## src/rtl/rsc_pkg.sv

```systemverilog
// ----------------------------------------------------------------------------
// rsc_pkg - radix string converter shared definitions
// Digit alphabet, command/status bundles between controller and datapath.
// ----------------------------------------------------------------------------
package rsc_pkg;

  localparam int BASE_W  = 7;
  localparam int CHAR_W  = 8;
  localparam int NUM_SYM = 83;

  // Leftmost character sits in the top byte.
  localparam logic [NUM_SYM*CHAR_W-1:0] ALPHA_STR =
    "0123456789ABCDEFGHIJKLMNOPQRSTUVWXYZabcdefghijklmnopqrstuvwxyz!?$#%&*+/-~[(<])>|';=";

  // Controller -> datapath commands
  typedef struct packed {
    logic load;        // capture a new request
    logic div_step;    // one restoring division step
    logic digit_wr;    // store remainder as next digit
    logic rd;          // fetch next digit, most significant first
    logic out_digit;   // present fetched digit as a character
    logic out_special; // present the bad-base or empty result
  } rsc_cmd_t;

  // Datapath -> controller status
  typedef struct packed {
    logic bad_base;
    logic q_zero;
    logic step_last;
    logic cnt_last;
    logic cnt_zero;
    logic out_free;
  } rsc_sts_t;

  // Digit to ASCII, digit taken modulo the alphabet size
  function automatic logic [CHAR_W-1:0] char_of(input logic [BASE_W-1:0] d);
    logic [BASE_W-1:0] j;
    j = (d >= BASE_W'(NUM_SYM)) ? d - BASE_W'(NUM_SYM) : d;
    return ALPHA_STR[(NUM_SYM - 1 - int'(j)) * CHAR_W +: CHAR_W];
  endfunction

endpackage

```

## src/rtl/rsc_ctrl.sv

```systemverilog
// ----------------------------------------------------------------------------
// rsc_ctrl - radix string converter controller
// Sequences load, division, digit store and character emission.
// ----------------------------------------------------------------------------
module rsc_ctrl import rsc_pkg::*; (
  input  logic     clk,
  input  logic     rst_n,
  input  logic     in_valid,
  output logic     in_ready,
  input  rsc_sts_t sts,
  output rsc_cmd_t cmd
);

  typedef enum logic [2:0] {
    S_IDLE, S_CHK, S_SPECIAL, S_DIV, S_WR, S_RD, S_EMIT
  } state_t;

  state_t state_r, state_nxt;

  assign in_ready = (state_r == S_IDLE);

  always_comb begin
    state_nxt = state_r;
    cmd       = '0;
    case (state_r)
      S_IDLE: begin
        if (in_valid) begin
          cmd.load  = 1'b1;
          state_nxt = S_CHK;
        end
      end
      S_CHK: begin
        if (sts.bad_base || sts.q_zero) state_nxt = S_SPECIAL;
        else                            state_nxt = S_DIV;
      end
      S_SPECIAL: begin
        if (sts.out_free) begin
          cmd.out_special = 1'b1;
          state_nxt       = S_IDLE;
        end
      end
      S_DIV: begin
        cmd.div_step = 1'b1;
        if (sts.step_last) state_nxt = S_WR;
      end
      S_WR: begin
        cmd.digit_wr = 1'b1;
        // quotient already final here; stop on zero or a full store
        if (sts.q_zero || sts.cnt_last) state_nxt = S_RD;
        else                            state_nxt = S_DIV;
      end
      S_RD: begin
        cmd.rd    = 1'b1;
        state_nxt = S_EMIT;
      end
      S_EMIT: begin
        if (sts.out_free) begin
          cmd.out_digit = 1'b1;
          state_nxt     = sts.cnt_zero ? S_IDLE : S_RD;
        end
      end
      default: state_nxt = S_IDLE;
    endcase
  end

  always_ff @(posedge clk) begin
    if (!rst_n) begin
      state_r <= S_IDLE;
    end else begin
      state_r <= state_nxt;
    end
  end

endmodule

```

## src/rtl/rsc_dpath.sv

```systemverilog
// ----------------------------------------------------------------------------
// rsc_dpath - radix string converter datapath
// Bit-serial divider, digit store, alphabet lookup and output register.
// ----------------------------------------------------------------------------
module rsc_dpath import rsc_pkg::*; #(
  parameter int VALUE_WIDTH = 64,
  parameter int MAX_BASE    = 84,
  parameter int DIGIT_DEPTH = 64
) (
  input  logic              clk,
  input  logic              rst_n,
  input  logic [63:0]       in_value,
  input  logic [BASE_W-1:0] in_base,
  input  rsc_cmd_t          cmd,
  output rsc_sts_t          sts,
  output logic              out_valid,
  input  logic              out_ready,
  output logic [CHAR_W-1:0] out_char_code,
  output logic              out_last,
  output logic              out_empty_res,
  output logic              out_bad_base
);

  localparam int IDX_W  = $clog2(DIGIT_DEPTH);
  localparam int CNT_W  = $clog2(DIGIT_DEPTH + 1);
  localparam int STEP_W = $clog2(VALUE_WIDTH);

  logic [VALUE_WIDTH-1:0] q_r;
  logic [BASE_W-1:0]      base_r;
  logic [BASE_W-1:0]      rem_r;
  logic [STEP_W-1:0]      step_r;
  logic [CNT_W-1:0]       cnt_r;
  logic [BASE_W-1:0]      mem_q_r;
  logic                   out_valid_r;
  logic [CHAR_W-1:0]      out_char_r;
  logic                   out_last_r;
  logic                   out_empty_r;
  logic                   out_bad_r;

  logic [BASE_W-1:0] digit_mem [DIGIT_DEPTH];

  logic [BASE_W:0]   trial;
  logic [BASE_W:0]   diff;
  logic              ge;
  logic [IDX_W-1:0]  wr_addr;
  logic [IDX_W-1:0]  rd_addr;

  // restoring step: shift next dividend bit into the partial remainder
  assign trial   = {rem_r, q_r[VALUE_WIDTH-1]};
  assign diff    = trial - {1'b0, base_r};
  assign ge      = (trial >= {1'b0, base_r});
  assign wr_addr = cnt_r[IDX_W-1:0];
  assign rd_addr = IDX_W'(cnt_r - 1'b1);

  assign sts.bad_base  = (base_r < BASE_W'(2)) || (base_r >= BASE_W'(MAX_BASE));
  assign sts.q_zero    = (q_r == '0);
  assign sts.step_last = (step_r == STEP_W'(VALUE_WIDTH - 1));
  assign sts.cnt_last  = (cnt_r == CNT_W'(DIGIT_DEPTH - 1));
  assign sts.cnt_zero  = (cnt_r == '0);
  assign sts.out_free  = !out_valid_r || out_ready;

  always_ff @(posedge clk) begin
    if (cmd.digit_wr) begin
      digit_mem[wr_addr] <= rem_r;
    end
    if (cmd.rd) begin
      mem_q_r <= digit_mem[rd_addr];
    end
  end

  always_ff @(posedge clk) begin
    if (!rst_n) begin
      out_valid_r <= 1'b0;
      cnt_r       <= '0;
      step_r      <= '0;
    end else begin
      if (cmd.load) begin
        q_r    <= in_value[VALUE_WIDTH-1:0];
        base_r <= in_base;
        rem_r  <= '0;
        step_r <= '0;
        cnt_r  <= '0;
      end
      if (cmd.div_step) begin
        q_r    <= {q_r[VALUE_WIDTH-2:0], ge};
        rem_r  <= ge ? diff[BASE_W-1:0] : trial[BASE_W-1:0];
        step_r <= step_r + 1'b1;
      end
      if (cmd.digit_wr) begin
        cnt_r  <= cnt_r + 1'b1;
        rem_r  <= '0;
        step_r <= '0;
      end
      if (cmd.rd) begin
        cnt_r <= cnt_r - 1'b1;
      end

      // a new result replaces one taken this cycle
      if (cmd.out_digit) begin
        out_valid_r <= 1'b1;
        out_char_r  <= char_of(mem_q_r);
        out_last_r  <= (cnt_r == '0);
        out_empty_r <= 1'b0;
        out_bad_r   <= 1'b0;
      end else if (cmd.out_special) begin
        out_valid_r <= 1'b1;
        out_char_r  <= '0;
        out_last_r  <= 1'b1;
        out_empty_r <= !sts.bad_base;
        out_bad_r   <= sts.bad_base;
      end else if (out_valid_r && out_ready) begin
        out_valid_r <= 1'b0;
      end
    end
  end

  assign out_valid     = out_valid_r;
  assign out_char_code = out_char_r;
  assign out_last      = out_last_r;
  assign out_empty_res = out_empty_r;
  assign out_bad_base  = out_bad_r;

endmodule

```

## src/rtl/radix_string_converter_unit.sv

```systemverilog
// ----------------------------------------------------------------------------
// radix_string_converter_unit - integer to base-N ASCII converter
// Divides the value by the base bit-serially, stores digits, emits characters.
// ----------------------------------------------------------------------------
// Results: a bad base or zero value gives a single result; otherwise every
//   digit is divided out and stored before the first character is emitted.
// Requests: one at a time, through the one-bit-per-cycle divider shared by all
//   digits and the registered digit store read; a new one is taken only when idle.
// Reset: rst_n synchronous active low; clears controller, counters, out_valid.
// ----------------------------------------------------------------------------
module radix_string_converter_unit import rsc_pkg::*; #(
  parameter int VALUE_WIDTH = 64,
  parameter int MAX_BASE    = 84,
  parameter int DIGIT_DEPTH = 64
) (
  input  logic              clk,
  input  logic              rst_n,
  // request channel
  input  logic              in_valid,
  output logic              in_ready,
  input  logic [63:0]       in_value,
  input  logic [BASE_W-1:0] in_base,
  // result channel
  output logic              out_valid,
  input  logic              out_ready,
  output logic [CHAR_W-1:0] out_char_code,
  output logic              out_last,
  output logic              out_empty_res,
  output logic              out_bad_base
);

  rsc_cmd_t cmd;
  rsc_sts_t sts;

  // Controller: one request at a time; input taken only when idle, while
  // the last result of the previous request may still sit in the out reg.
  rsc_ctrl u_ctrl (
    .clk      (clk),
    .rst_n    (rst_n),
    .in_valid (in_valid),
    .in_ready (in_ready),
    .sts      (sts),
    .cmd      (cmd)
  );

  // Datapath: value register doubles as quotient during restoring division;
  // digits land least significant first and are read back in reverse.
  rsc_dpath #(
    .VALUE_WIDTH (VALUE_WIDTH),
    .MAX_BASE    (MAX_BASE),
    .DIGIT_DEPTH (DIGIT_DEPTH)
  ) u_dpath (
    .clk           (clk),
    .rst_n         (rst_n),
    .in_value      (in_value),
    .in_base       (in_base),
    .cmd           (cmd),
    .sts           (sts),
    .out_valid     (out_valid),
    .out_ready     (out_ready),
    .out_char_code (out_char_code),
    .out_last      (out_last),
    .out_empty_res (out_empty_res),
    .out_bad_base  (out_bad_base)
  );

endmodule

```

## config.mk

```make
export PLATFORM = sky130hd
export DESIGN_NAME = radix_string_converter_unit
export DESIGN_NICKNAME = d
export VERILOG_FILES = /design/src/rtl/rsc_pkg.sv /design/src/rtl/rsc_ctrl.sv /design/src/rtl/rsc_dpath.sv /design/src/rtl/radix_string_converter_unit.sv
export SDC_FILE = /design/constraint.sdc
export NUM_CORES = 1
export LEC_CHECK = 0
export BUFFER_PORTS_ARGS = -buffer_cell sky130_fd_sc_hd__buf_2
export CORE_MARGIN = 8
export CORE_UTILIZATION = 65
export CTS_CLUSTER_DIAMETER = 100
export DETAILED_ROUTE_END_ITERATION = 12
export PLACE_DENSITY = 0.83
export SLEW_MARGIN = 20
export SYNTH_ARGS = -nofsm -noshare
export SYNTH_HDL_FRONTEND = slang
export SYNTH_SLANG_ARGS = --single-unit
```

## constraint.sdc

```tcl
create_clock -name clk -period 10.2 [get_ports clk]
set_input_delay 2.04 -clock clk [delete_from_list [all_inputs] [get_ports clk]]
set_output_delay 2.04 -clock clk [all_outputs]
set_load 0.05 [all_outputs]
```

== Word level (Yosys, flattened, before mapping) ==
Memories as Yosys holds them, arrays and structs flattened. A register that Yosys moved wholly into a read port is not among the register bits.
Cells that the tools add are included.

* Flip-flop bits (word level): 106
* Bits in writable memories: 448
* Input bits: 75
* Output and inout port bits: 13
* Logic and storage cells: 94
* Memories kept: 1

{| class="wikitable"
|+ Memory list
! name !! words !! bits a word !! rd ports !! clocked after memory_dff !! wr ports !! RTL line !! text
|-
| u_dpath.digit_mem || 64 || 7 || 1 || 1 || 1 || rsc_dpath.sv:40 || <nowiki>logic [BASE_W-1:0] digit_mem [DIGIT_DEPTH];</nowiki>
|}

* Add/subtract/negate cells: 6
* Magnitude comparators: 4
* Equal/unequal tests: 12
* Shift operators: 1
* Mux-type cells: 37
* Bitwise operators: 1
* Reductions and logical operators: 21

{| class="wikitable"
|+ Operators with widths
! kind !! number
|-
| variable part select 664 x 32 -> 8 bit, first input constant || 1
|-
| two-way mux 64 bit || 2
|-
| zero test 64 bit || 1
|-
| two-way mux 7 bit || 6
|-
| case mux 3 bit (7 select lines) || 1
|-
| two-way mux 1 bit || 18
|-
| two-way mux 3 bit || 6
|-
| two-way mux 8 bit || 2
|-
| greater-or-equal comparator 7 bit, second input constant || 2
|-
| two-way mux 6 bit || 2
|-
| equality test 3 bit, second input constant || 3
|-
| nonzero test 3 bit || 3
|-
| greater-or-equal comparator 8 x 7 -> 1 bit || 1
|-
| != test 2 bit, second input constant || 4
|-
| AND reduction 2 bit || 4
|-
| subtractor 7 x 7 -> 8 bit, first input constant || 1
|-
| adder 7 x 1 -> 7 bit, second input constant || 1
|-
| equality test 7 x 6 -> 1 bit, second input constant || 1
|-
| zero test 7 bit || 1
|-
| < comparator 7 x 2 -> 1 bit, second input constant || 1
|-
| subtractor 7 x 1 -> 7 bit, second input constant || 1
|-
| subtractor 7 bit || 1
|-
| subtractor 7 bit, second input constant || 1
|-
| adder 6 x 1 -> 6 bit, second input constant || 1
|-
| 11 further kinds || 17
|}

== Logic depth before layout (Yosys ltp) ==
* Depth after elaboration: 6
* Gate-level depth with buffers: 12
* Depth with buffers taken out: 11

== Modules after synthesis ==
Synthesis repeated with hierarchy kept, for this count alone.

* Cells, all modules: 1301
* Area, all modules: 23761.5 sq um

{| class="wikitable"
|+ By module, submodules not included
! module !! times used !! cells each !! area an instance (sq um)
|-
| rsc_dpath || 1 || 1265 || 23470.0
|-
| rsc_ctrl || 1 || 36 || 291.5
|}

== Worst setup path after synthesis ==
Ideal clock, no wire load.

* Path kind: input to register
* Start: input port in_valid
* End: register u_dpath.q_r[0], enable pin
* Data arrival time: 3.896 ns
* Data required time: 9.771 ns
* Setup slack: 5.875 ns
* Cell stages on the path: 3
* Buffers on the path: 0
* Path through: nand2_1 nand2_1 and2_1

* Word-level cells in the longest chain between the ends: 4

{| class="wikitable"
|+ RTL lines
! element !! RTL line !! text
|-
| from (decl) || radix_string_converter_unit.sv:19 || <nowiki>input logic in_valid,</nowiki>
|-
| two-way mux 1 bit || rsc_ctrl.sv:27 || <nowiki>if (in_valid) begin</nowiki>
|-
| two-way mux 1 bit || rsc_ctrl.sv:25 || <nowiki>case (state_r)</nowiki>
|-
| nonzero test 2 bit (no line) || -- ||
|-
| AND reduction 2 bit (no line) || -- ||
|-
| to (signal assigned) || rsc_dpath.sv:78 || <nowiki>q_r <= in_value[VALUE_WIDTH-1:0];</nowiki>
|-
| to (signal assigned) || rsc_dpath.sv:85 || <nowiki>q_r <= {q_r[VALUE_WIDTH-2:0], ge};</nowiki>
|-
| to (decl) || rsc_dpath.sv:28 || <nowiki>logic [VALUE_WIDTH-1:0] q_r;</nowiki>
|}

No other way between the ends.
A chain may end at the register's enable or synchronous reset.

== Worst setup path in the final report ==
* Start: register u_dpath.cnt_r[0]
* End: register u_dpath.mem_q_r[3] (read register of u_dpath.digit_mem), data pin

* Word-level cells in the longest chain between the ends: 1

{| class="wikitable"
|+ RTL lines
! element !! RTL line !! text
|-
| from (decl) || rsc_dpath.sv:32 || <nowiki>logic [CNT_W-1:0] cnt_r;</nowiki>
|-
| from (signal assigned) || rsc_dpath.sv:90 || <nowiki>cnt_r <= cnt_r + 1'b1;</nowiki>
|-
| from (signal assigned) || rsc_dpath.sv:95 || <nowiki>cnt_r <= cnt_r - 1'b1;</nowiki>
|-
| subtractor 7 x 1 -> 7 bit || rsc_dpath.sv:53 || <nowiki>assign rd_addr = IDX_W'(cnt_r - 1'b1);</nowiki>
|-
| to (decl) || rsc_dpath.sv:33 || <nowiki>logic [BASE_W-1:0] mem_q_r;</nowiki>
|}

No other way between the ends.

==> impl_metrics.json <==
{
  "worst_hold_slack_ps": 504,
  "crit_path_end_kind": "flop",
  "synth-compound-area-share": 0.0402,
  "seq_area_frac_synth": 0.701,
  "hold_violations": 0,
  "drc": 0,
  "rr_worst_depth": 6,
  "grt_max_degree": 85,
  "startpoint_type": "flop",
  "fin_crit_sh": 0.405,
  "final_core_util": 0.725,
  "ant_nets": 0,
  "die_h_um": 207,
  "clk_pin_slew_ps": 60,
  "cap_violations": 0,
  "synthXorXnorAreaFrac": 0.00622,
  "fin_crit_ps": 4130,
  "holdPathEnd": "u_dpath.step_r[1]",
  "ys_warn_count": 0,
  "cts_max_level": 2,
  "wl_met2_um": 29500,
  "leakagePower_nw": 8.55,
  "power.density_mw_per_mm2": 185,
  "row_count": 70,
  "dpl.hpwl_um": 35700,
  "cts_tree": "yes",
  "wl_met3_um": 5760,
  "pre_cts_ws_ps": 5830,
  "insertion_delay_ps": 600,
  "gp_congestion": 0.872,
  "synth-edff-count": 543,
  "cp_slowest_stage_delay_ps": 750,
  "synth-seq-cells": 560,
  "fillers": 2110,
  "antenna_found_initial": 0,
  "cts_root_buf": "clkbuf_16",
  "async_flop_share": 0,
  "fin_area_sq_mm": 0.0263,
  "m1WireLength_um": 21000,
  "rsz0062_at_grt": "no",
  "synthFlopType": "edfxtp_1",
  "syn_to_final_growth_pct": 10.6,
  "grt_pass1_wl_um": 88200,
  "syn_area_per_cell_sq_um": 16.4,
  "cts.hold.buffers_added": 0,
  "dieArea_sq_mm": 0.0429,
  "vdd_drop_max_v": 0.000141,
  "fin_tns_setup_ps": 0,
  "clk_path_buf_depth": 3,
  "worstPathMaxFanout": 84,
  "hold_start": "u_dpath.step_r[1]",
  "skew_ps": 26.9,
  "crit_top_cell": "mux4_2",
  "grt_overflow": 0,
  "synth_area_leaders": "edfxtp_1 69%, mux4_2 14%, nand2_1 3.8%",
  "synth_top_family_by_area": "multiplexers",
  "finalNonFillerCells": 2036,
  "cts_resized": 0,
  "wl_per_cell_um": 28.5,
  "status": "finished, final reports clean",
  "routed_wl_um": 58100,
  "fmax_ghz": 0.242,
  "reg2reg_to": "u_dpath.mem_q_r[3]",
  "grt_use_total": 0.269,
  "drt_pass1_iterations": 7,
  "cp.required_ps": 10530,
  "drt_iter0_drc": 1646,
  "critical_path_class": "flop to flop",
  "fin_nets": 1613,
  "slowest_stage": "dfxtp_4",
  "syn_nets": 1534,
  "synth_area_leader_cell": "edfxtp_1",
  "synth_fa_ha_area_frac": 0.00717,
  "io_pins": 88,
  "synth_cell_types": 77,
  "crit_chain": "inv_1 > ha_4 > buf_6 > mux4_2 > mux4_2 > mux4_2",
  "vias": 13922,
  "reg2reg_slack_ps": 6070,
  "synth-simple-area-share": 0.0849,
  "worstHoldPathType": "flop to flop",
  "via_per_inst": 6.84,
  "holdPathStages": 2,
  "synth_cells": 1446,
  "setup_viol": 0,
  "postCtsSetupBuffers": 0,
  "highest_layer": "met4",
  "n_antenna_cell": 0,
  "cts_buffers": 53,
  "die_x_um": 207,
  "io_buffers": 86,
  "synth.area.mux_share": 0.143,
  "initial_core_util": 0.655,
  "synthTopCellsByCount": "543 x edfxtp_1, 239 x nand2_1, 147 x mux4_2, 115 x nor2_1, 50 x clkbuf_1",
  "setup_slack_ps": 6070,
  "synth_top_area_frac": 0.687,
  "cts.sinks": 560,
  "placed_cell_area_sq_mm": 0.0246,
  "max_slew_margin": 0.276,
  "layout-drive-gt1-share": 0.227,
  "slew_violations": 0,
  "worst_pin_slew_ps": 1080,
  "total_power_mw": 4.85,
  "first_global_vias": 14124,
  "syn-cell-area_sq_mm": 0.0237,
  "arrival_ps": 4460,
  "timing.rr.start": "u_dpath.cnt_r[0]",
  "placed_cells": 1938,
  "core_sq_mm": 0.0363,
  "synth_most_common_cell": "edfxtp_1"
}
==> final cells by class <==
class | count | area, sq um | share of cell area
Inverter | 18 | 67.6 | 0.00257
Clock inverter | 38 | 284 | 0.0108
Clock buffer | 60 | 1370 | 0.0523
Timing Repair Buffer | 104 | 573 | 0.0218
Sequential cell | 560 | 16600 | 0.634
Tap cell | 468 | 586 | 0.0223
Multi-Input combinational cell | 788 | 6740 | 0.257
==> layer usage <==
layer  GRT usage  vias up
met5           0        -
met2       0.457      967
met1       0.353     6987
met4      0.0860        0
li1            -     5822
met3      0.0500      146
==> worst max-delay path, delay by kind of cell, from the launching register on <==
| kind | cells | cell delay (ps) |
|---|---|---|
| adders and majority gates | 1 | 620 |
| buffers and inverters | 2 | 960 |
| DFF | 1 | 750 |
| muxes | 3 | 1480 |
==> sequential cells by signal, summed over array words and instances (netlist names) <==
signal	flops
u_dpath.cnt_r	7
u_dpath.mem_q_r	7
u_dpath.out_valid	1
u_dpath.q_r	64
u_ctrl.state_r	3
u_dpath.digit_mem	448
u_dpath.out_empty_res	1
u_dpath.out_char_code	7
u_dpath.out_bad_base	1
u_dpath.rem_r	7
u_dpath.base_r	7
u_dpath.out_last	1
u_dpath.step_r	6
==> power breakdown <==
part           internal (mW)  leakage, nW  switching (mW)  total (mW)
Clock                   1.05        0.822           0.855        1.90
Combinational         0.0996         2.67           0.211       0.311
Sequential              2.61         5.06          0.0311        2.64
==> worst max path at each step <==
stage / from / to
after global placement: u_dpath.cnt_r[0] / u_dpath.mem_q_r[6]
after global routing: u_dpath.cnt_r[0] / u_dpath.mem_q_r[0]
after detailed placement: u_dpath.cnt_r[0] / u_dpath.mem_q_r[6]
after CTS: u_dpath.cnt_r[0] / u_dpath.mem_q_r[0]
after floorplan: in_valid / u_dpath.q_r[0]
final: u_dpath.cnt_r[0] / u_dpath.mem_q_r[3]
==> cell families (layout without fill, tap and decap cells) <==
group,Yosys count,in the layout
AO/OA/AOI/OAI,137,137
multiplexers,155,155
adder cells (fa/ha/maj),13,13
flip-flops,560,560
XOR/XNOR,16,16
buffers and inverters,98,220
AND/OR/NAND/NOR,466,466
other,1,1
==> placed cells by master (no fill, tap or decap), types with 12 or more instances in the layout <==
master and instances:
edfxtp_1 543, nand2_1 238, mux4_2 147, nor2_1 115, buf_2 86, clkbuf_16 54, o21ai_0 26, a21oi_1 26
nor3_1 19, nor4_1 19, inv_1 18, clkinv_1 17, buf_4 16, dfxtp_1 16, nand3_1 15, clkinv_2 13
a211oi_1 12
(Power assumes the default switching activity.)
